==> config.mk <==
export PLATFORM = sky130hd
export DESIGN_NAME = bounded_list_positional_delete_unit
export DESIGN_NICKNAME = d
export VERILOG_FILES = /design/src/design/blpd_pkg.sv /design/src/design/bounded_list_positional_delete_unit.sv /design/src/design/blpd_ctrl.sv /design/src/design/blpd_datapath.sv
export SDC_FILE = /design/constraint.sdc
export NUM_CORES = 1
export LEC_CHECK = 0
export CORE_UTILIZATION = 50
export CTS_BUF_LIST = sky130_fd_sc_hd__clkbuf_8
export CTS_CLUSTER_SIZE = 16
export DETAILED_ROUTE_END_ITERATION = 10
export DONT_BUFFER_PORTS = 1
export PLACE_DENSITY_LB_ADDON = 0.2
export SLEW_MARGIN = 0
export SYNTH_ARGS = -nofsm -noshare
export SYNTH_HDL_FRONTEND = slang
export SYNTH_SLANG_ARGS = --single-unit
==> constraint.sdc <==
create_clock -name clk -period 10.24 [get_ports clk]
set_clock_uncertainty 0.15 [all_clocks]
set_input_delay 3.072 -clock clk [delete_from_list [all_inputs] [get_ports clk]]
set_output_delay 3.072 -clock clk [all_outputs]
set_load 0.005 [all_outputs]
==> src/design/blpd_pkg.sv <==
// Shared types and codes for the bounded list positional delete unit.
// No dependencies.
`timescale 1ns / 1ps
`default_nettype none

package blpd_pkg;

  localparam int CMD_W    = 3;
  localparam int POS_W    = 8;
  localparam int IO_W     = 32;
  localparam int LEN_W    = 5;
  localparam int STATUS_W = 2;

  typedef enum logic [CMD_W-1:0] {
    CMD_APPEND  = 3'd0,
    CMD_RM_HEAD = 3'd1,
    CMD_RM_TAIL = 3'd2,
    CMD_RM_POS  = 3'd3,
    CMD_RM_MID  = 3'd4,
    CMD_DUMP    = 3'd5
  } cmd_t;

  typedef enum logic [STATUS_W-1:0] {
    ST_DONE      = 2'd0,
    ST_NO_EFFECT = 2'd1,
    ST_FULL      = 2'd2
  } status_t;

  typedef enum logic {
    S_IDLE = 1'b0,
    S_DUMP = 1'b1
  } ctl_state_t;

  typedef enum logic [1:0] {
    OP_NONE = 2'd0,
    OP_EXEC = 2'd1,
    OP_DUMP = 2'd2
  } dp_op_t;

  typedef struct packed {
    dp_op_t op;
  } ctl_cmd_t;

  typedef struct packed {
    logic dump_more;
  } dp_sts_t;

endpackage

`default_nettype wire

==> src/design/bounded_list_positional_delete_unit.sv <==
// Bounded list unit: append, remove head/tail/position/middle, dump.
// Non-dump word: one per cycle while busy is low, result strobed in the cycle after acceptance.
// Dump of n entries: n results, one per cycle, the first strobed in the cycle after
// acceptance; busy is high while the cell row rotates one entry per cycle.
// Reset (rst_n low, synchronous) empties the list; the receiver cannot stall.
// Depends on blpd_pkg, blpd_ctrl, blpd_datapath.
`timescale 1ns / 1ps
`default_nettype none

module bounded_list_positional_delete_unit
  import blpd_pkg::*;
#(
  parameter int CAPACITY   = 16,
  parameter int WORD_WIDTH = 32
) (
  input  wire logic                   clk,
  input  wire logic                   rst_n,
  input  wire logic                   start,
  output logic                        busy,
  input  wire logic [CMD_W-1:0]       in_command,
  input  wire logic signed [IO_W-1:0] in_value,
  input  wire logic [POS_W-1:0]       in_position,
  output logic                        out_valid,
  output logic signed [IO_W-1:0]      out_value_res,
  output logic                        out_last,
  output logic                        out_empty_list,
  output logic [LEN_W-1:0]            out_length,
  output logic [STATUS_W-1:0]         out_status
);

  ctl_cmd_t cmd;
  dp_sts_t  sts;

  blpd_ctrl u_ctrl (
    .clk   (clk),
    .rst_n (rst_n),
    .start (start),
    .sts   (sts),
    .cmd   (cmd),
    .busy  (busy)
  );

  blpd_datapath #(
    .CAPACITY   (CAPACITY),
    .WORD_WIDTH (WORD_WIDTH)
  ) u_dp (
    .clk            (clk),
    .rst_n          (rst_n),
    .cmd            (cmd),
    .sts            (sts),
    .in_command     (in_command),
    .in_value       (in_value),
    .in_position    (in_position),
    .out_valid      (out_valid),
    .out_value_res  (out_value_res),
    .out_last       (out_last),
    .out_empty_list (out_empty_list),
    .out_length     (out_length),
    .out_status     (out_status)
  );

endmodule

`default_nettype wire

==> src/design/blpd_ctrl.sv <==
// Controller: accepts command words and sequences multi-cycle dumps.
// Depends on blpd_pkg.
`timescale 1ns / 1ps
`default_nettype none

module blpd_ctrl
  import blpd_pkg::*;
(
  input  wire logic     clk,
  input  wire logic     rst_n,
  input  wire logic     start,
  input  wire dp_sts_t  sts,
  output ctl_cmd_t      cmd,
  output logic          busy
);

  ctl_state_t state_r, state_nxt;

  always_ff @(posedge clk) begin
    if (!rst_n) begin
      state_r <= S_IDLE;
    end else begin
      state_r <= state_nxt;
    end
  end

  always_comb begin
    state_nxt = state_r;
    unique case (state_r)
      S_IDLE: begin
        if (start && sts.dump_more) begin
          state_nxt = S_DUMP;
        end
      end
      S_DUMP: begin
        if (!sts.dump_more) begin
          state_nxt = S_IDLE;
        end
      end
      default: state_nxt = S_IDLE;
    endcase
  end

  always_comb begin
    cmd.op = OP_NONE;
    busy   = 1'b0;
    unique case (state_r)
      S_IDLE: begin
        if (start) begin
          cmd.op = OP_EXEC;
        end
      end
      S_DUMP: begin
        cmd.op = OP_DUMP;
        busy   = 1'b1;
      end
      default: begin
        cmd.op = OP_NONE;
        busy   = 1'b0;
      end
    endcase
  end

endmodule

`default_nettype wire

==> src/design/blpd_datapath.sv <==
// Datapath: row of entry cells with shift-to-close removal, rotate-out dump,
// entry count and registered result word. Depends on blpd_pkg.
`timescale 1ns / 1ps
`default_nettype none

module blpd_datapath
  import blpd_pkg::*;
#(
  parameter int CAPACITY   = 16,
  parameter int WORD_WIDTH = 32
) (
  input  wire logic                clk,
  input  wire logic                rst_n,
  input  wire ctl_cmd_t            cmd,
  output dp_sts_t                  sts,
  input  wire logic [CMD_W-1:0]    in_command,
  input  wire logic signed [IO_W-1:0] in_value,
  input  wire logic [POS_W-1:0]    in_position,
  output logic                     out_valid,
  output logic signed [IO_W-1:0]   out_value_res,
  output logic                     out_last,
  output logic                     out_empty_list,
  output logic [LEN_W-1:0]         out_length,
  output logic [STATUS_W-1:0]      out_status
);

  localparam int CW   = $clog2(CAPACITY + 1);
  localparam int CMPW = (CW > POS_W) ? CW : POS_W;
  localparam logic [CW-1:0] CAP_C = CW'(CAPACITY);

  logic [WORD_WIDTH-1:0] entries_r   [CAPACITY];
  logic [WORD_WIDTH-1:0] entries_nxt [CAPACITY];
  logic [WORD_WIDTH-1:0] nbr         [CAPACITY];
  logic [CW-1:0]         count_r, count_nxt;
  logic [CW-1:0]         k_r, k_nxt;

  logic                  valid_r;
  logic [IO_W-1:0]       value_r;
  logic                  last_r;
  logic                  empty_r;
  logic [LEN_W-1:0]      length_r;
  status_t               status_r;

  logic [WORD_WIDTH-1:0] app_word;
  logic [IO_W-1:0]       head_word;
  logic                  res_valid;
  logic [IO_W-1:0]       res_value;
  logic                  res_last;
  status_t               res_status;
  logic                  app, rm_en, rot, dump_more;
  logic [CW-1:0]         rm_idx;
  logic                  pos_ok;

  generate
    if (WORD_WIDTH <= IO_W) begin : g_narrow
      assign app_word = in_value[WORD_WIDTH-1:0];
    end else begin : g_wide
      assign app_word = {{(WORD_WIDTH-IO_W){in_value[IO_W-1]}}, in_value};
    end
    if (WORD_WIDTH >= IO_W) begin : g_out_trunc
      assign head_word = entries_r[0][IO_W-1:0];
    end else begin : g_out_sext
      assign head_word = {{(IO_W-WORD_WIDTH){entries_r[0][WORD_WIDTH-1]}}, entries_r[0]};
    end
    for (genvar i = 0; i < CAPACITY; i++) begin : g_nbr
      if (i < CAPACITY - 1) begin : g_mid
        assign nbr[i] = entries_r[i+1];
      end else begin : g_end
        assign nbr[i] = entries_r[i];
      end
    end
  endgenerate

  assign pos_ok = (in_position != '0) &&
                  (CMPW'(in_position) <= CMPW'(count_r));

  always_comb begin
    k_nxt      = k_r;
    res_valid  = 1'b0;
    res_value  = '0;
    res_last   = 1'b1;
    res_status = ST_NO_EFFECT;
    app        = 1'b0;
    rm_en      = 1'b0;
    rm_idx     = '0;
    rot        = 1'b0;
    dump_more  = 1'b0;
    unique case (cmd.op)
      OP_EXEC: begin
        res_valid = 1'b1;
        case (cmd_t'(in_command))
          CMD_APPEND: begin
            if (count_r >= CAP_C) begin
              res_status = ST_FULL;
            end else begin
              app        = 1'b1;
              res_status = ST_DONE;
            end
          end
          CMD_RM_HEAD: begin
            rm_en  = (count_r != '0);
            rm_idx = '0;
          end
          CMD_RM_TAIL: begin
            rm_en  = (count_r != '0);
            rm_idx = count_r - CW'(1);
          end
          CMD_RM_POS: begin
            rm_en  = pos_ok;
            rm_idx = CW'(in_position - POS_W'(1));
          end
          CMD_RM_MID: begin
            rm_en  = (count_r != '0);
            rm_idx = count_r >> 1;
          end
          CMD_DUMP: begin
            res_status = ST_DONE;
            if (count_r != '0) begin
              rot       = 1'b1;
              res_value = head_word;
              res_last  = (count_r == CW'(1));
              dump_more = (count_r != CW'(1));
              k_nxt     = CW'(1);
            end
          end
          default: res_status = ST_NO_EFFECT;
        endcase
        if (rm_en) begin
          res_status = ST_DONE;
        end
      end
      OP_DUMP: begin
        res_valid  = 1'b1;
        res_status = ST_DONE;
        rot        = 1'b1;
        res_value  = head_word;
        res_last   = (k_r == count_r - CW'(1));
        dump_more  = !res_last;
        k_nxt      = k_r + CW'(1);
      end
      default: res_valid = 1'b0;
    endcase
  end

  always_comb begin
    for (int i = 0; i < CAPACITY; i++) begin
      entries_nxt[i] = entries_r[i];
      if (app && (CW'(i) == count_r)) begin
        entries_nxt[i] = app_word;
      end else if (rm_en && (CW'(i) >= rm_idx)) begin
        entries_nxt[i] = nbr[i];
      end else if (rot) begin
        entries_nxt[i] = (CW'(i) == count_r - CW'(1)) ? entries_r[0] : nbr[i];
      end
    end
  end

  always_comb begin
    count_nxt = count_r;
    if (app) begin
      count_nxt = count_r + CW'(1);
    end else if (rm_en) begin
      count_nxt = count_r - CW'(1);
    end
  end

  assign sts.dump_more = dump_more;

  always_ff @(posedge clk) begin
    for (int i = 0; i < CAPACITY; i++) begin
      entries_r[i] <= entries_nxt[i];
    end
  end

  always_ff @(posedge clk) begin
    if (!rst_n) begin
      count_r <= '0;
      k_r     <= '0;
      valid_r <= 1'b0;
    end else begin
      count_r <= count_nxt;
      k_r     <= k_nxt;
      valid_r <= res_valid;
    end
  end

  always_ff @(posedge clk) begin
    if (res_valid) begin
      value_r  <= res_value;
      last_r   <= res_last;
      empty_r  <= (count_nxt == '0);
      length_r <= LEN_W'(count_nxt);
      status_r <= res_status;
    end
  end

  assign out_valid      = valid_r;
  assign out_value_res  = value_r;
  assign out_last       = last_r;
  assign out_empty_list = empty_r;
  assign out_length     = length_r;
  assign out_status     = status_r;

endmodule

`default_nettype wire
Word-level counts from Yosys, hierarchy flattened:

Memory sizes are Yosys's and may differ from the RTL's.
Cells that the tools add are included.

* register bits: 53
* RAM bits: 512
* logic and storage cells: 220
* memories kept: 1

* add/sub/neg operators: 4
* magnitude comparators: 18
* equal/unequal tests: 42
* multiplexer cells: 100
* bitwise logic cells: 1
* reduce and logical (&&, ||, !) cells: 45

Memory list
* u_dp.entries_r: depth 16, bits a word 32, read ports 16, clocked after Yosys merged registers in 0, write ports 16, line blpd_datapath.sv:31 `logic [WORD_WIDTH-1:0] entries_r [CAPACITY];`

Operator list (count)
* 32-bit 2-to-1 mux: 66
* 4-bit by 5-bit == test with 1-bit output, first input constant: 16
* 32-bit case mux with 2 select lines: 1
* 3-bit by 5-bit == test with 1-bit output, first input constant: 8
* 4-bit by 5-bit >= comparator with 1-bit output, first input constant: 8
* 1-bit logical AND: 34
* 5-bit 2-to-1 mux: 5
* 2-bit by 5-bit == test with 1-bit output, first input constant: 4
* 3-bit by 5-bit >= comparator with 1-bit output, first input constant: 4
* 1-bit 2-to-1 mux: 16
* 5-bit zero test: 3
* 5-bit case mux with 3 select lines: 1
* 2-bit case mux with 2 select lines: 3
* 5-bit by 1-bit adder with 5-bit output, second input constant: 2
* 1-bit by 5-bit == test with 1-bit output, first input constant: 2
* 1-bit by 5-bit >= comparator with 1-bit output, first input constant: 2
* 2-bit by 5-bit >= comparator with 1-bit output, first input constant: 2
* 1-bit case mux with 2 select lines: 5
* 5-bit case mux with 2 select lines: 1
* 5-bit by 1-bit subtractor with 5-bit output, second input constant: 2
* 8-bit by 5-bit <= comparator with 1-bit output: 1
* 8-bit nonzero test: 1
* 3-bit by 2-bit == test with 1-bit output, second input constant: 2
* 3-bit == test, second input constant: 2
* other kinds (18): 19

Depth between registers and ports, before layout:

Gate-level depths: netlist of the first run.

* depth in word-level cells: 8
* gate-level depth with buffers: 14
* depth with buffers taken out: 9

Hierarchy:

Synthesis of the first run repeated with hierarchy kept, for this count alone.

* cell total of the unflattened synthesis: 2665
* area total of the unflattened synthesis: 28937.8 sq um

By module, submodules not included
* blpd_datapath: instances 1, cells each 2661, area each 28891.5 sq um
* blpd_ctrl: instances 1, cells each 4, area each 46.3 sq um

Worst setup path after synthesis of the first run:

No wires, ideal clock.

* path kind: input -> register
* start: in in_position[5]
* end: mem u_dp.entries_r[11][4] (netlist: u_dp.entries_r[1][100]) (enable)
* library setup time: 533 ps
* data arrival time: 8274 ps
* setup slack: 1283 ps
* stages on the path: 6
* buffers on the path: 2
* cell sequence: or4b_1 -> a211o_1 -> o31a_1 -> buf_6 -> buf_2 -> o311ai_0

RTL lines
* start: declaration: line bounded_list_positional_delete_unit.sv:22 `input wire logic [POS_W-1:0] in_position,`
* end: declaration: line blpd_datapath.sv:31

==> results.cfg, run 1 <==
[run_status]
status = complete, no violations

[layout]
drive_gt1_frac = 0.164
final_cells = 3214
area_delta_synth_final_pct = 7.21
nets = 2442
final_util = 0.545

[timing]
finalCritPeriodShare = 0.636
rsz0062_at_grt = no
slew_violations = 0
slew_headroom = 0.160
hold_viol_final = 0
hold_ws_ns = 0.341
setup_viol = 0
fmax_mhz = 153
final.setup.tns_ns = 0
tightest_slew_ns = 1.26
min_period_ns = 6.52

[route]
wl_per_cell_um = 26.6
viasPerCell = 6.25
routed_wl_mm = 85.4
vias = 20100
remaining_drc_errors = 0
drt_first_pass_iters = 6
ant_nets = 0
drt_iter0_markers = 2112

[synthesis]
syn_inst = 2513
synthArstFlopShare = 0
yosys-top-cells-area = edfxtp_1, mux2i_1, mux2_2
yosys.area.top_type = edfxtp_1
ys.flop_type = edfxtp_1
yosysWarnings = 0
synth_seq_area_share = 0.586
syn_area_um2 = 28800
synth_cell_types = 73
synth-edff-count = 553
yosys.area.top_type_share = 0.577
syn_nets = 2573
synth-seq-cells = 565
avgSynthCellArea_um2 = 11.4

[min_path]
worstHoldPathCells = 1
min_to = u_dp.k_r[4]
worstHoldPathType = reg -> reg
hp-start = u_dp.k_r[4]

[job]
max_cap_violations = 0

[die]
die_x_um = 242
coreArea_um2 = 56600
dieArea_um2 = 58500
rows = 87
initial_core_util = 0.508
die_y_um = 242
io_pins = 89

[clocking]
htree_levels = 3
path_clk_slew_ns = 0.06
clock_path_buffers = 3
cts_tree = built
postCtsHoldBufs = 0
clk_latency_ns = 0.69
cts_sinks = 565
numCtsBuffers = 98
post_cts_buffers = 0
cts_resized = 0
root_buffer = clkbuf_8

[pwr]
vdd_drop_max_mv = 0.0913
power.density_nw_per_um2 = 172
leakage_nw = 11.3
power.total_mw = 5.30

[setup_path]
cp_max_fo = 33
path_class = in -> reg
rrSetupSlack_ns = 5.21
endpoint_kind = flip-flop
crit_path_start = in_command[1]
reg2regPathDepth = 8
arrival_ns = 6.55
required_ns = 10.28
crit_path_start_kind = primary input
r2r_end = u_dp.entries_r[1][195]
r2r-start = u_dp.count_r[0]

[grt]
grt_pass1_wl_mm = 127
grt_overflow_total = 0
grt_max_degree = 66
grt_pass1_vias = 19600
antenna_found_initial = 2
grtUsageTotal = 0.288

[placement]
dp_hpwl_mm = 46.3
dp_cells = 3038
port_buffers = 0
place.gp.congestion = 0.892
==> critical path, stage by stage <==
cell	delay (ns)
nor2b_1	0.56
a22oi_1	0.33
or3_1	0.45
or3_1	0.41
a21boi_4	0.89
nand2_2	0.82
==> state kept, by name, summed over array words and instances, names as in the netlist <==
| name | count |
|---|---|
| u_ctrl.state_r | 1 |
| u_dp.entries_r | 512 |
| u_dp.out_value_res | 32 |
| u_dp.out_status | 2 |
| u_dp.count_r | 5 |
| u_dp.out_valid | 1 |
| u_dp.k_r | 5 |
| u_dp.out_empty_list | 1 |
| u_dp.out_length | 5 |
| u_dp.out_last | 1 |
==> logic make-up after synthesis <==
kind of cell	Yosys count	synth area share
flip-flops	565	0.586
adder cells (fa/ha/maj)	14	0.00609
AO/OA/AOI/OAI	531	0.134
XOR/XNOR	13	0.00396
buffers and inverters	287	0.0426
multiplexers	260	0.0961
AND/OR/NAND/NOR	843	0.132
==> layout by cell type (no fill, tap or decap), types with 43 or more instances in the layout <==
cell	netlist	layout
edfxtp_1	553	553
buf_4	6	48
a221o_1	98	97
nand2_1	290	282
mux2i_1	132	132
a31oi_1	132	132
nor2_1	308	307
mux2_2	112	112
a21oi_1	170	168
clkbuf_8	0	104
inv_1	7	43
and2_1	137	137
==> synth_stat cells, types with 17 or more instances <==
library cell,instances
a21oi_1,170
a221o_1,98
a31oi_1,132
and2_1,137
buf_2,37
clkbuf_1,219
edfxtp_1,553
mux2_2,112
mux2i_1,132
nand2_1,290
nand3_1,17
nor2_1,308
o221a_2,32
o22ai_1,32
or2_2,34
==> power breakdown <==
group / total (mW) / internal (mW) / leakage [nW] / switching (mW)
clock network: 1.91 / 0.963 / 1.05 / 0.948
logic: 0.530 / 0.186 / 5.11 / 0.344
registers: 2.86 / 2.76 / 5.16 / 0.101
==> area by class of cell <==
cell class | count | area (um2)
Fill cell | 4793 | 25800
Inverter | 8 | 30.0
Tap cell | 756 | 946
Antenna cell | 1 | 2.50
Multi-Input combinational cell | 1661 | 10900
Sequential cell | 565 | 16800
Clock inverter | 71 | 340
Clock buffer | 104 | 1430
Timing Repair Buffer | 48 | 360
==> routing by layer <==
layer | share of wire | vias up | global-route usage
li1 | - | 9050 | -
met1 | 0.41 | 9903 | 0.383
met2 | 0.48 | 962 | 0.473
met3 | 0.082 | 164 | 0.0527
met4 | 0.029 | 0 | 0.102
met5 | 0 | - | 0
==> worst max-delay path by stage <==
stage | endpoint | slack [ns] | cells past startpoint
floorplan | u_dp.entries_r[1][100] | 1.28 | 6
global placement | u_dp.entries_r[1][207] | 3.19 | 6
detailed placement | u_dp.entries_r[1][207] | 3.13 | 6
CTS | u_dp.entries_r[1][193] | 3.85 | 6
global route | u_dp.entries_r[1][193] | 3.54 | 6
finish | u_dp.entries_r[1][195] | 3.72 | 6
==> per-stage QoR <==
step                      worst slack [ns]  instance area [um2]
after global routing                  3.54                30800
after CTS                             3.85                30800
final                                 3.72                30800
after floorplan                       1.28                28800
after detailed placement              3.13                29100
after global placement                3.19                29100
(Power assumes the default switching activity.)
==> run 2, diff against run 1 <==
- clock period: 10.24 -> 6.2 ns (I/O delays scaled with it)
==> run 2 against run 1 <==
  * Non-clock buffer count grew 23
  * Hold slack gained 0.0052 ns
  * Critical endpoint is now u_dp.entries_r[0][107]
  * Die area is the same
  * Cell count grew 0.53%
  * Power grew 63%
  * Highest routed layer unchanged
==> results.cfg, run 2 (synthesis results as in run 1) <==
[placement]
place.gp.congestion = 0.943
dp_hpwl_mm = 49.9
port_buffers = 0

[timing]
finalCritPeriodShare = 0.764
slew_headroom = 0.193
setup_viol = 0
hold_viol_final = 0
min_period_ns = 4.74
rsz0062_at_grt = no
tightest_slew_ns = 1.21
slew_violations = 0
fmax_mhz = 211

[layout]
fillers = 4848
drive_gt1_frac = 0.168
layout_common_cells = edfxtp_1, nor2_1, nand2_1
final_common_cell = edfxtp_1
final_util = 0.548
top_register = u_dp.entries_r
nets = 2463
area_delta_synth_final_pct = 7.87
largest_reg_flops = 512

[die]
die_x_um = 242
coreArea_um2 = 56600
io_pins = 89
rows = 87
dieArea_um2 = 58500
initial_core_util = 0.508
die_y_um = 242

[setup_path]
max_stage_delay_ns = 0.83
path_delay_family = simple AND/OR/NAND/NOR gates
crit_buf_inv = 2
endpoint_kind = flip-flop
required_ns = 6.15
path_class = in -> reg
path_cells = inv_1 -> ha_1 -> nor3b_1 -> a211o_1 -> o31a_1 -> buf_4 -> nor2_1 -> nand2_1 -> nand3_2
cp_max_fo = 32
crit_path_start_kind = primary input
crit_path_start = in_position[0]
path_depth = 9
crit_end = u_dp.entries_r[0][107]
rrSetupSlack_ns = 1.63
critPathSlowestCell = nand3_2
r2r_end = u_dp.entries_r[0][107]
r2r-start = u_dp.count_r[0]
reg2regPathDepth = 10
arrival_ns = 4.69

[clocking]
numCtsBuffers = 96
clk_latency_ns = 0.71
root_buffer = clkbuf_8
cts_resized = 0
path_clk_slew_ns = 0.06
cts_sinks = 565
cts_tree = built
post_cts_buffers = 0
htree_levels = 3
clock_path_buffers = 3
postCtsHoldBufs = 0

[route]
drt_first_pass_iters = 7
vias = 20400
wl_per_cell_um = 26.5
routed_wl_mm = 85.6
viasPerCell = 6.32
remaining_drc_errors = 0
drt_iter0_markers = 2090
ant_nets = 0

[grt]
grt_max_degree = 66
grt_overflow_total = 0
grtUsageTotal = 0.290
grt_pass1_wl_mm = 128
grt_pass1_vias = 19900
antenna_found_initial = 2

[pwr]
comb_power_share = 0.102
power.total_mw = 8.65
internal_power_mw = 6.37
swShare = 0.263
leakage_nw = 11.4
power.switching_mw = 2.28
power.density_nw_per_um2 = 279
p_seq_frac = 0.546
vdd_drop_max_mv = 0.134
clkPwrFrac = 0.352

[min_path]
worstHoldPathType = reg -> reg

[job]
max_cap_violations = 0

[run_status]
status = complete, no violations
## run 2: cell types whose count changed in the layout (fill, tap and decap cells not counted), moves of 4 or more
cell | previous run | this run
inv_1 | 43 | 39
buf_4 | 48 | 65
clkinv_2 | 14 | 8
clkinv_1 | 15 | 24
buf_12 | 0 | 6
## run 2: worst register-to-register path, delay by kind of cell, from the launching register on
family | cells | cell delay [ns]
buffers and inverters | 2 | 0.58
flip-flops | 1 | 0.52
adder cells (fa/ha/maj) | 1 | 0.38
AO/OA/AOI/OAI | 1 | 0.43
AND/OR/NAND/NOR | 6 | 1.87
## run 2: worst min-delay path by stage
stage	from	to	cells past startpoint
finish	u_dp.k_r[4]	u_dp.k_r[4]	1
global route	u_dp.k_r[4]	u_dp.k_r[4]	1
CTS	u_dp.k_r[4]	u_dp.k_r[4]	1
detailed placement	u_dp.k_r[4]	u_dp.k_r[4]	1
global placement	u_dp.k_r[4]	u_dp.k_r[4]	1
floorplan	u_dp.k_r[4]	u_dp.k_r[4]	1
## run 2: metal layers
metal | global-route usage | vias up | routed length, um
met5 | 0 | - | 0
met4 | 0.121 | 0 | 3370
met3 | 0.0523 | 198 | 6590
li1 | - | 9093 | -
met2 | 0.477 | 938 | 41100
met1 | 0.378 | 10200 | 34600
## run 2: per-stage QoR
stage | instances | instance area (um2) | setup WS (ns) | hold WS (ns) | TNS (ns)
after floorplan | 2513 | 28800 | -0.200 | 0.301 | -19.24
after global placement | 3061 | 29300 | 0.936 | 0.326 | 0
after detailed placement | 3061 | 29300 | 0.821 | 0.333 | 0
after CTS | 3229 | 31000 | 1.56 | 0.349 | 0
after global routing | 3230 | 31000 | 1.28 | 0.371 | 0
final | 3231 | 31000 | 1.46 | 0.346 | 0
## run 2: power by group through the flow
stage / sequential, mW / combinational (mW) / clock [mW]
after floorplan: 4.68 / 0.686 / 0
after global placement: 4.79 / 0.850 / 0
after detailed placement: 4.80 / 0.873 / 0
after CTS: 4.72 / 0.873 / 3.09
after global routing: 4.75 / 0.942 / 3.23
final: 4.72 / 0.884 / 3.04
## run 2: final cells by class
class / instances / area [um2] / area share
clock buffer: 101 / 1390 / 0.0448
multi-input combinational: 1661 / 10900 / 0.351
inverter: 8 / 30.0 / 0.000968
antenna: 2 / 5.00 / 0.000161
clock inverter: 67 / 290 / 0.00936
sequential: 565 / 16800 / 0.543
tap: 756 / 946 / 0.0305
timing repair buffer: 71 / 608 / 0.0196
